## config.mk

```make
export PLATFORM = sky130hd
export DESIGN_NAME = decimal_text_to_fixed_price_unit
export DESIGN_NICKNAME = d
export VERILOG_FILES = /design/src/hdl/dtfp_pkg.sv /design/src/hdl/decimal_text_to_fixed_price_unit.sv /design/src/hdl/dtfp_parse.sv /design/src/hdl/dtfp_result.sv
export SDC_FILE = /design/constraint.sdc
export NUM_CORES = 1
export LEC_CHECK = 0
export BUFFER_PORTS_ARGS = -buffer_cell sky130_fd_sc_hd__buf_4
export CAP_MARGIN = 0
export CORE_MARGIN = 1
export CORE_UTILIZATION = 61
export DETAILED_ROUTE_END_ITERATION = 7
export PLACE_DENSITY = 0.81
export SETUP_SLACK_MARGIN = 0.1
export SLEW_MARGIN = 40
export SYNTH_ARGS = -nofsm -noshare
export SYNTH_HDL_FRONTEND = slang
export SYNTH_SLANG_ARGS = --single-unit
```

## constraint.sdc

```tcl
create_clock -name clk -period 17.85 [get_ports clk]
set_input_delay 3.57 -clock clk [delete_from_list [all_inputs] [get_ports clk]]
set_output_delay 3.57 -clock clk [all_outputs]
set_load 0.05 [all_outputs]
```

## src/hdl/dtfp_pkg.sv

```systemverilog
package dtfp_pkg;

  typedef enum logic [2:0] {
    PH_START,
    PH_INT,
    PH_SKIP,
    PH_FRAC,
    PH_REST,
    PH_ENDED
  } phase_t;

  typedef enum logic [1:0] {
    ST_OK        = 2'd0,
    ST_EMPTY     = 2'd1,
    ST_NO_DIGITS = 2'd2,
    ST_RANGE     = 2'd3
  } status_t;

  // Flags of a finished word, handed from the parser to the result stage.
  typedef struct packed {
    logic negative;
    logic seen;
    logic empty;
    logic big;
  } snap_t;

  localparam logic [7:0]  NUL_CHAR   = 8'h00;
  localparam logic [7:0]  MINUS_CHAR = 8'h2D;
  localparam logic [7:0]  DOT_CHAR   = 8'h2E;
  localparam logic [7:0]  ZERO_CHAR  = 8'h30;
  localparam logic [7:0]  NINE_CHAR  = 8'h39;
  localparam logic [63:0] TWO_POW_63 = 64'h8000_0000_0000_0000;

  // Powers of ten up to 10^18; codes past the table read as zero.
  function automatic logic [63:0] pow10(input logic [4:0] n);
    logic [63:0] p;
    case (n)
      5'd0:    p = 64'd1;
      5'd1:    p = 64'd10;
      5'd2:    p = 64'd100;
      5'd3:    p = 64'd1000;
      5'd4:    p = 64'd10000;
      5'd5:    p = 64'd100000;
      5'd6:    p = 64'd1000000;
      5'd7:    p = 64'd10000000;
      5'd8:    p = 64'd100000000;
      5'd9:    p = 64'd1000000000;
      5'd10:   p = 64'd10000000000;
      5'd11:   p = 64'd100000000000;
      5'd12:   p = 64'd1000000000000;
      5'd13:   p = 64'd10000000000000;
      5'd14:   p = 64'd100000000000000;
      5'd15:   p = 64'd1000000000000000;
      5'd16:   p = 64'd10000000000000000;
      5'd17:   p = 64'd100000000000000000;
      5'd18:   p = 64'd1000000000000000000;
      default: p = 64'd0;
    endcase
    return p;
  endfunction

endpackage

```

## src/hdl/decimal_text_to_fixed_price_unit.sv

```systemverilog
// A result word passes the input, snap and output registers after its last character is accepted.
// Throughput: one character per cycle, back to back across strings, set by the
// parse step (a times-ten shift-add on the scaled integer part).
// Output is registered; while it stalls, the parser still takes characters until
// the next last-flagged one. Synchronous active-high reset clears all parse state.
module decimal_text_to_fixed_price_unit #(
  parameter int FRAC_DIGITS = 8
) (
  input  logic               clk,
  input  logic               rst,
  input  logic               in_valid,
  output logic               in_stall,
  input  logic [7:0]         char_byte,
  input  logic               last,
  output logic               out_valid,
  input  logic               out_stall,
  output logic signed [63:0] fixed_value,
  output logic [1:0]         status
);
  import dtfp_pkg::*;

  localparam int FW = $clog2(pow10(5'(FRAC_DIGITS)));

  logic          snap_valid;
  logic          snap_ready;
  snap_t         snap;
  logic [63:0]   snap_int;
  logic [FW-1:0] snap_frac;

  dtfp_parse #(
    .FRAC_DIGITS(FRAC_DIGITS)
  ) u_parse (
    .clk        (clk),
    .rst        (rst),
    .in_valid   (in_valid),
    .in_stall   (in_stall),
    .char_byte  (char_byte),
    .last       (last),
    .snap_valid (snap_valid),
    .snap_ready (snap_ready),
    .snap       (snap),
    .snap_int   (snap_int),
    .snap_frac  (snap_frac)
  );

  dtfp_result #(
    .FRAC_DIGITS(FRAC_DIGITS)
  ) u_result (
    .clk         (clk),
    .rst         (rst),
    .snap_valid  (snap_valid),
    .snap_ready  (snap_ready),
    .snap        (snap),
    .snap_int    (snap_int),
    .snap_frac   (snap_frac),
    .out_valid   (out_valid),
    .out_stall   (out_stall),
    .fixed_value (fixed_value),
    .status      (status)
  );

endmodule

```

## src/hdl/dtfp_parse.sv

```systemverilog
module dtfp_parse #(
  parameter int FRAC_DIGITS = 8,
  localparam int FW = $clog2(dtfp_pkg::pow10(5'(FRAC_DIGITS)))
) (
  input  logic                  clk,
  input  logic                  rst,
  input  logic                  in_valid,
  output logic                  in_stall,
  input  logic [7:0]            char_byte,
  input  logic                  last,
  output logic                  snap_valid,
  input  logic                  snap_ready,
  output dtfp_pkg::snap_t       snap,
  output logic [63:0]           snap_int,
  output logic [FW-1:0]         snap_frac
);
  import dtfp_pkg::*;

  localparam int CW = $clog2(FRAC_DIGITS + 1);
  localparam logic [63:0] Scale = pow10(5'(FRAC_DIGITS));

  // Input register; the digit times the scale is formed here to shorten the parse path.
  logic        in_full;
  logic [7:0]  in_char;
  logic        in_last;
  logic [63:0] in_dscale;

  // Parse state. The integer part is kept already scaled by ten to FRAC_DIGITS.
  phase_t        phase, phase_next;
  logic          negative, negative_next;
  logic          seen, seen_next;
  logic          empty, empty_next;
  logic          big, big_next;
  logic [63:0]   int_scaled, int_scaled_next;
  logic [FW-1:0] frac_accum, frac_accum_next;
  logic [CW-1:0] frac_count, frac_count_next;

  logic          consume;
  logic          is_digit;
  logic [3:0]    digit;
  logic [3:0]    digit_in;
  logic [67:0]   int_sum;
  logic          int_over;
  logic          frac_room;
  logic [4:0]    pw_idx;
  logic [FW-1:0] pw;
  logic [FW-1:0] frac_add;

  assign in_stall = in_full && in_last && !snap_ready;
  assign consume  = in_full && !in_stall;
  assign digit_in = 4'(char_byte - ZERO_CHAR);

  always_ff @(posedge clk) begin
    if (rst) begin
      in_full <= 1'b0;
    end else if (!in_stall) begin
      in_full <= in_valid;
    end
    if (in_valid && !in_stall) begin
      in_char   <= char_byte;
      in_last   <= last;
      in_dscale <= {60'd0, digit_in} * Scale;
    end
  end

  always_comb begin
    is_digit  = (in_char >= ZERO_CHAR) && (in_char <= NINE_CHAR);
    digit     = 4'(in_char - ZERO_CHAR);
    int_sum   = ({4'd0, int_scaled} << 3) + ({4'd0, int_scaled} << 1) + {4'd0, in_dscale};
    int_over  = int_sum > {4'd0, TWO_POW_63};
    frac_room = frac_count < CW'(FRAC_DIGITS);
    pw_idx    = 5'(FRAC_DIGITS - 1) - 5'(frac_count);
    pw        = FW'(pow10(pw_idx));
    frac_add  = {{(FW-4){1'b0}}, digit} * pw;

    phase_next      = phase;
    negative_next   = negative;
    seen_next       = seen;
    empty_next      = empty;
    big_next        = big;
    int_scaled_next = int_scaled;
    frac_accum_next = frac_accum;
    frac_count_next = frac_count;

    if (in_char == NUL_CHAR && phase != PH_ENDED) begin
      if (phase == PH_START) begin
        empty_next = 1'b1;
      end
      phase_next = PH_ENDED;
    end else begin
      case (phase) inside
        PH_START: begin
          if (in_char == MINUS_CHAR) begin
            negative_next = 1'b1;
            phase_next    = PH_INT;
          end else if (is_digit) begin
            seen_next  = 1'b1;
            phase_next = PH_INT;
            if (!big) begin
              if (int_over) big_next = 1'b1;
              else int_scaled_next = int_sum[63:0];
            end
          end else begin
            phase_next = PH_REST;
          end
        end
        PH_INT: begin
          if (is_digit) begin
            seen_next = 1'b1;
            if (!big) begin
              if (int_over) big_next = 1'b1;
              else int_scaled_next = int_sum[63:0];
            end
          end else if (!seen) begin
            phase_next = PH_REST;
          end else if (in_char == DOT_CHAR) begin
            phase_next = PH_FRAC;
          end else begin
            phase_next = PH_SKIP;
          end
        end
        PH_SKIP: begin
          if (in_char == DOT_CHAR) phase_next = PH_FRAC;
        end
        PH_FRAC: begin
          if (is_digit) begin
            if (frac_room) begin
              frac_accum_next = frac_accum + frac_add;
              frac_count_next = frac_count + CW'(1);
            end
          end else begin
            phase_next = PH_REST;
          end
        end
        PH_REST, PH_ENDED: begin
        end
        default: begin
        end
      endcase
    end
  end

  always_ff @(posedge clk) begin
    if (rst || (consume && in_last)) begin
      phase      <= PH_START;
      negative   <= 1'b0;
      seen       <= 1'b0;
      empty      <= 1'b0;
      big        <= 1'b0;
      int_scaled <= 64'd0;
      frac_accum <= '0;
      frac_count <= '0;
    end else if (consume) begin
      phase      <= phase_next;
      negative   <= negative_next;
      seen       <= seen_next;
      empty      <= empty_next;
      big        <= big_next;
      int_scaled <= int_scaled_next;
      frac_accum <= frac_accum_next;
      frac_count <= frac_count_next;
    end
  end

  always_ff @(posedge clk) begin
    if (rst) begin
      snap_valid <= 1'b0;
    end else if (snap_ready) begin
      snap_valid <= consume && in_last;
    end
    if (consume && in_last) begin
      snap      <= '{negative: negative_next, seen: seen_next, empty: empty_next,
                     big: big_next};
      snap_int  <= int_scaled_next;
      snap_frac <= frac_accum_next;
    end
  end

  a_restart: assert property (@(posedge clk) disable iff (rst)
    (consume && in_last) |=> (phase == PH_START && frac_count == '0 && !seen))
    else $error("parser did not return to the start after the last character");

  a_count_bound: assert property (@(posedge clk) disable iff (rst)
    frac_count <= CW'(FRAC_DIGITS))
    else $error("fraction digit count ran past FRAC_DIGITS");

  a_big_has_digits: assert property (@(posedge clk) disable iff (rst)
    snap_valid |-> (!snap.big || snap.seen) && !(snap.empty && snap.seen))
    else $error("inconsistent flags in a finished word");

endmodule

```

## src/hdl/dtfp_result.sv

```systemverilog
module dtfp_result #(
  parameter int FRAC_DIGITS = 8,
  localparam int FW = $clog2(dtfp_pkg::pow10(5'(FRAC_DIGITS)))
) (
  input  logic                  clk,
  input  logic                  rst,
  input  logic                  snap_valid,
  output logic                  snap_ready,
  input  dtfp_pkg::snap_t       snap,
  input  logic [63:0]           snap_int,
  input  logic [FW-1:0]         snap_frac,
  output logic                  out_valid,
  input  logic                  out_stall,
  output logic signed [63:0]    fixed_value,
  output logic [1:0]            status
);
  import dtfp_pkg::*;

  logic [63:0] frac_ext;
  logic [64:0] total;
  logic [63:0] neg_mag;
  logic [64:0] limit;
  logic        over;
  status_t     st;
  logic [63:0] value;

  status_t     result_status;
  logic [63:0] result_value;

  assign snap_ready = !out_valid || !out_stall;

  always_comb begin
    frac_ext = 64'(snap_frac);
    total    = {1'b0, snap_int} + {1'b0, frac_ext};
    // Two's complement of the sum, formed in parallel with it.
    neg_mag  = ~snap_int + ~frac_ext + 64'd2;
    limit    = snap.negative ? {1'b0, TWO_POW_63} : {1'b0, TWO_POW_63 - 64'd1};
    over     = total > limit;
    if (snap.empty) begin
      st = ST_EMPTY;
    end else if (!snap.seen) begin
      st = ST_NO_DIGITS;
    end else if (snap.big || over) begin
      st = ST_RANGE;
    end else begin
      st = ST_OK;
    end
    if (st != ST_OK) begin
      value = 64'd0;
    end else if (snap.negative) begin
      value = neg_mag;
    end else begin
      value = total[63:0];
    end
  end

  always_ff @(posedge clk) begin
    if (rst) begin
      out_valid <= 1'b0;
    end else if (snap_ready) begin
      out_valid <= snap_valid;
    end
    if (snap_valid && snap_ready) begin
      result_status <= st;
      result_value  <= value;
    end
  end

  assign fixed_value = $signed(result_value);
  assign status      = result_status;

  a_zero_on_error: assert property (@(posedge clk) disable iff (rst)
    (out_valid && result_status != ST_OK) |-> result_value == 64'd0)
    else $error("nonzero value delivered with an error status");

  a_empty_status: assert property (@(posedge clk) disable iff (rst)
    (snap_valid && snap_ready && snap.empty) |=> (out_valid && result_status == ST_EMPTY))
    else $error("empty text did not report the empty status");

endmodule

```

-- Yosys cells after proc, flatten, opt, wreduce, memory -nomap -nowiden
Memory sizes are Yosys's and may differ from the RTL's.
Index checks and enable logic that the tools add are counted.
- memory bits (writable): 0
- bits of input ports: 13
- memories kept: 1
- bits in read-only memories: 1792
- output and inout bits: 68
- bits in latches: 0
- logic and storage cells: 124
- flip-flop bits (word level): 298
- div/mod/pow operators: 0
- mux-type cells: 48
- add/subtract/negate cells: 10
- bitwise gates (word level): 6
- multiply operators: 2
- equal/unequal tests: 9
- shift-type cells: 0
- reduce and logical (&&, ||, !) cells: 21
- magnitude comparators: 5
- memories (memory ; depth ; bits a word ; rd ports ; clocked after memory_dff ; wr ports ; line ; text):
    (no name shown) ; 32 ; 56 ; 1 ; 0 ; 0 ; dtfp_pkg.sv:37 ; case (n)
- operators by type and width (cell ; count):
    two-way mux 64 bit ; 9
    two-way mux 27 bit ; 7
    adder 67 x 65 -> 68 bit ; 1
    adder 68 x 31 -> 68 bit ; 1
    > comparator 68 x 64 -> 1 bit (second input constant) ; 1
    adder 64 x 27 -> 65 bit ; 1
    > comparator 65 bit ; 1
    adder 64 x 2 -> 64 bit (second input constant) ; 1
    adder 64 bit ; 1
    inverter 27 -> 64 bit ; 1
    inverter 64 bit ; 1
    two-way mux 3 bit ; 11
    adder 27 bit ; 1
    multiplier 4 x 27 -> 27 bit ; 1
    multiplier 4 x 19 -> 23 bit (second input constant) ; 1
    two-way mux 1 bit ; 18
    == test 8 x 6 -> 1 bit (second input constant) ; 2
    >= comparator 8 x 6 -> 1 bit (second input constant) ; 1
    <= comparator 8 x 6 -> 1 bit (second input constant) ; 1
    logical AND 1 bit ; 8
    zero test 8 bit ; 1
    inequality test 4 bit (second input constant) ; 2
    AND reduction 8 bit ; 1
    subtractor 4 x 1 -> 4 bit (second input constant) ; 2
    other kinds (15) ; 26

-- Logic depth before layout (Yosys ltp)
An unclocked memory read counts as a cell.
- word-level depth: 11
- gate-level depth with buffers: 30
- depth with buffers taken out: 28

-- Hierarchy
Synthesis repeated with hierarchy kept, for this count alone.
- cells, all modules: 3416
- area, all modules: 30073.8 sq um
- by module, submodules not included (module ; cells an instance ; sequential area each (sq um) ; area each (sq um) ; instances):
    dtfp_parse ; 2049 ; 5715.5 ; 18881.9 ; 1
    dtfp_result ; 1367 ; 2001.9 ; 11192.0 ; 1

-- Worst setup path before layout
Ideal clock, no wire load.
- path kind: input-to-reg
- start: input port out_stall
- end: register u_parse.frac_accum[12]
- stages on the path: 6
- buffers on the path: 3
- setup slack: 8.038 ns
- data required time: 17.716 ns
- arrival: 9.678 ns
- library setup time: 0.134 ns
- cells stage by stage: a21oi_1 -> or2_2 -> clkbuf_1 -> clkbuf_1 -> clkbuf_1 -> a211oi_1
- cells in the longest elaborated chain, start to end: 8
- ends and longest elaborated chain (what ; line ; text):
    from (decl) ; decimal_text_to_fixed_price_unit.sv:16 ; input logic out_stall,
    zero test 1 bit * ; dtfp_result.sv:30 ; assign snap_ready = !out_valid || !out_stall;
    logical OR 1 bit * ; dtfp_result.sv:30 ;
    zero test 1 bit * ; dtfp_parse.sv:49 ; assign in_stall = in_full && in_last && !snap_ready;
    logical AND 1 bit * ; dtfp_parse.sv:49 ;
    zero test 1 bit * ; dtfp_parse.sv:50 ; assign consume = in_full && !in_stall;
    logical AND 1 bit * ; dtfp_parse.sv:50 ;
    logical AND 1 bit ; dtfp_parse.sv:144 ; if (rst || (consume && in_last)) begin
    logical OR 1 bit ; dtfp_parse.sv:144 ;
    to (signal assigned) ; dtfp_parse.sv:160 ; frac_accum <= frac_accum_next;
    to (decl) ; dtfp_parse.sv:35 ; logic [FW-1:0] frac_accum, frac_accum_next;
Every way passes the cells marked *; elsewhere a longest branch is shown, timed or not.
A chain may end at the register's enable or synchronous reset.

-- Worst setup path in the final report
- start: input port out_stall
- end: output port in_stall
- cells in the longest elaborated chain, start to end: 4
- ends and longest elaborated chain (what ; line ; text):
    zero test 1 bit ; dtfp_result.sv:30 ;
    logical OR 1 bit ; dtfp_result.sv:30 ;
    zero test 1 bit ; dtfp_parse.sv:49 ;
    logical AND 1 bit ; dtfp_parse.sv:49 ;
    to (decl) ; decimal_text_to_fixed_price_unit.sv:12 ; output logic in_stall,
Every way passes these cells.

==> results.cfg <==
[clocking]
path_clk_slew_ns = 0.06
ctsHtreeMaxLevel = 2
cts_buffers = 35
cts_root_buf = clkbuf_16
worstSkewPairLatency_ns = 0.55
clockBufferDepth = 3
cts_resized = 0
cts_sinks = 292
cts_setup_buffers = 0
hold_buffers = 0
cts_tree = yes

[setup_path]
cp-start-kind = primary input
critPathKind = in -> out
cp.required_ns = 14.28
end_kind = output pin
cp_max_fo = 5
worst_ep_arrival_time_ns = 4.21

[yosys]
synth_edf_count = 187
synth_seq_cells = 292
yosys.cell_count.top_type = ha_1
ys_types = 94
async_flop_share_pct = 0
synth_cells = 3318
synth_top_area_cell = edfxtp_1
synth_top_area_share_pct = 19.08
yosys_warnings = 0
syn_area_per_cell_um2 = 8.868
synth.area.top_cells = edfxtp_1 (19%), ha_1 (16%), dfxtp_1 (7.1%), fa_1 (7.1%), a21oi_1 (5.2%)
yosysSeqAreaShare_pct = 26.23
ys.flop_type = edfxtp_1
synth_area_um2 = 29420
yosys-top-cells-count = ha_1 (377), a21oi_1 (305), inv_1 (302), nand2_1 (236), nor2_1 (216)

[grt]
grt_pass1_vias = 23260
overflow = 0
grt_pass1_wl_mm = 126.3
antenna_found_initial = 3
grt_util_all_layers_pct = 31.80
grt_start_max_net_pins = 104

[sta]
fin_hold_ws_ns = 0.4689
rsz0062_at_grt = false
fin_setup_tns_ns = 0
slew_violations = 0
finClkSkew_ns = 0.02346
hold_viol = 0
timing.final.crit_share_pct = 43.59
fin_crit_ns = 7.781
worstMarginPinSlew_ns = 0.8398
slew_headroom_pct = 44.01
setup_violations = 0
fmax_ghz = 0.1285

[run_status]
status = completed

[final_layout]
multiInputGateArea_um2 = 20100
area_delta_synth_final_pct = 7.684
nFillCells = 3794
regArea_um2 = 7717
post-route-util_pct = 66.50
drive_gt1_share_pct = 8.204
stdcell_area_um2 = 31680
finalNetCount = 3821

[place]
placed_area_um2 = 30460
io_buffers = 80
place.gp.congestion = 0.9814
dp_hpwl_mm = 61.94

[die]
fp.dieH_um = 221.6
core_um2 = 47650
row_count = 80
initial_core_util_pct = 61.75
die_x_um = 221.6
pin_count = 81
die_area_um2 = 49120

[route]
dr_total_vias = 25030
vias_per_cell = 6.307
ant_nets = 0
wl_mm = 79.51
wl_per_cell_um = 20.04
drt_iter0_drc = 2376
route.detailed.drc = 0
dr.pass1.iters = 6

[power_and_ir_drop]
irDropWorstVdd_uv = 56.85
powerDensity_nw_per_um2 = 59.93
p_leak_nw = 13.97

[worst_hold_path]
hold_path.class = reg -> reg

[job]
max_cap_viol_count = 0
## critical path, cell delays in order
cell and delay (ns):
buf_4 0.13, nand4_1 0.17, inv_1 0.13, buf_4 0.20
## flip-flops by register name, summed over array words and instances (netlist names), 2 cells and up
register and count:
u_result.status 2, u_parse.phase 3, u_result.fixed_value 64, u_parse.in_dscale 17, u_parse.in_char 8, u_parse.frac_accum 27
u_parse.snap 4, u_parse.snap_frac 27, u_parse.frac_count 4, u_parse.int_scaled 64, u_parse.snap_int 64
## worst paths after layout
kind                                                           from                                      to  slack (ns)  cells after the start
worst max register to register        u_parse.snap_int[1]$_DFFE_PP_  u_result.fixed_value[36]$_SDFFCE_PP0P_       10.75                     25
worst max-delay path                                      out_stall                                in_stall       10.07                      4
worst min-delay path            u_parse.frac_accum[16]$_SDFFE_PP0P_     u_parse.frac_accum[16]$_SDFFE_PP0P_        0.47                      2
worst min register to register  u_parse.frac_accum[16]$_SDFFE_PP0P_     u_parse.frac_accum[16]$_SDFFE_PP0P_        0.47                      2
## cells in the final DEF, fill, tap and decap left out, types with 54 or more instances in the layout
cell type	n
xor2_1	55
nand3_1	92
a21o_1	106
nor2_1	212
and2_1	54
a211oi_1	55
ha_1	377
o21ai_0	151
inv_1	301
fa_1	104
a21oi_1	304
xnor2_1	159
nand2_1	236
buf_4	93
nand4_1	58
dfxtp_1	105
nor3_1	62
edfxtp_1	187
mux2_2	62
## layout make-up
type                            count  area share (%)
Sequential cell                   292           24.36
Inverter                          303           3.590
Antenna cell                        1        0.007898
Clock buffer                       46           3.092
Tap cell                          615           2.429
Clock inverter                     16          0.6753
Multi-Input combinational cell   2597           63.44
Timing Repair Buffer               98           2.409
## cells by family after synthesis
logic type	count (synthesis)	synth area share (%)
flip-flops	292	26.23
buffers and inverters	442	5.851
AND/OR/NAND/NOR	900	15.10
adder cells (fa/ha/maj)	484	23.21
multiplexers	101	3.700
other	2	0.02552
AO/OA/AOI/OAI	882	19.45
XOR/XNOR	215	6.425
## through the flow
step                worst slack [ns]  power (W)  cells
floorplan                      8.038   0.001058   3331
global placement               10.08   0.001144   3903
detailed placement             10.08   0.001152   3903
CTS                            10.07   0.001895   3965
global route                   10.03   0.001969   3967
finish                         10.07   0.001899   3968
## routing by layer
layer,wire (µm),GRT usage (%),vias to the layer above
met5,0,0,-
met4,1447,6.564,0
li1,-,-,11840
met3,7093,5.500,108
met2,33890,47.46,1178
met1,37080,48.00,11900
## where the power goes
group | switching (W) | leakage [nW] | total, W | internal [W]
clock | 0.000300 | 0.581 | 0.000749 | 0.000449
sequential | 0.0000155 | 2.70 | 0.000756 | 0.000740
combinational | 0.000245 | 10.7 | 0.000394 | 0.000148
total | 0.000561 | 14.0 | 0.00190 | 0.00134
Power figures use the tool's default switching activity.
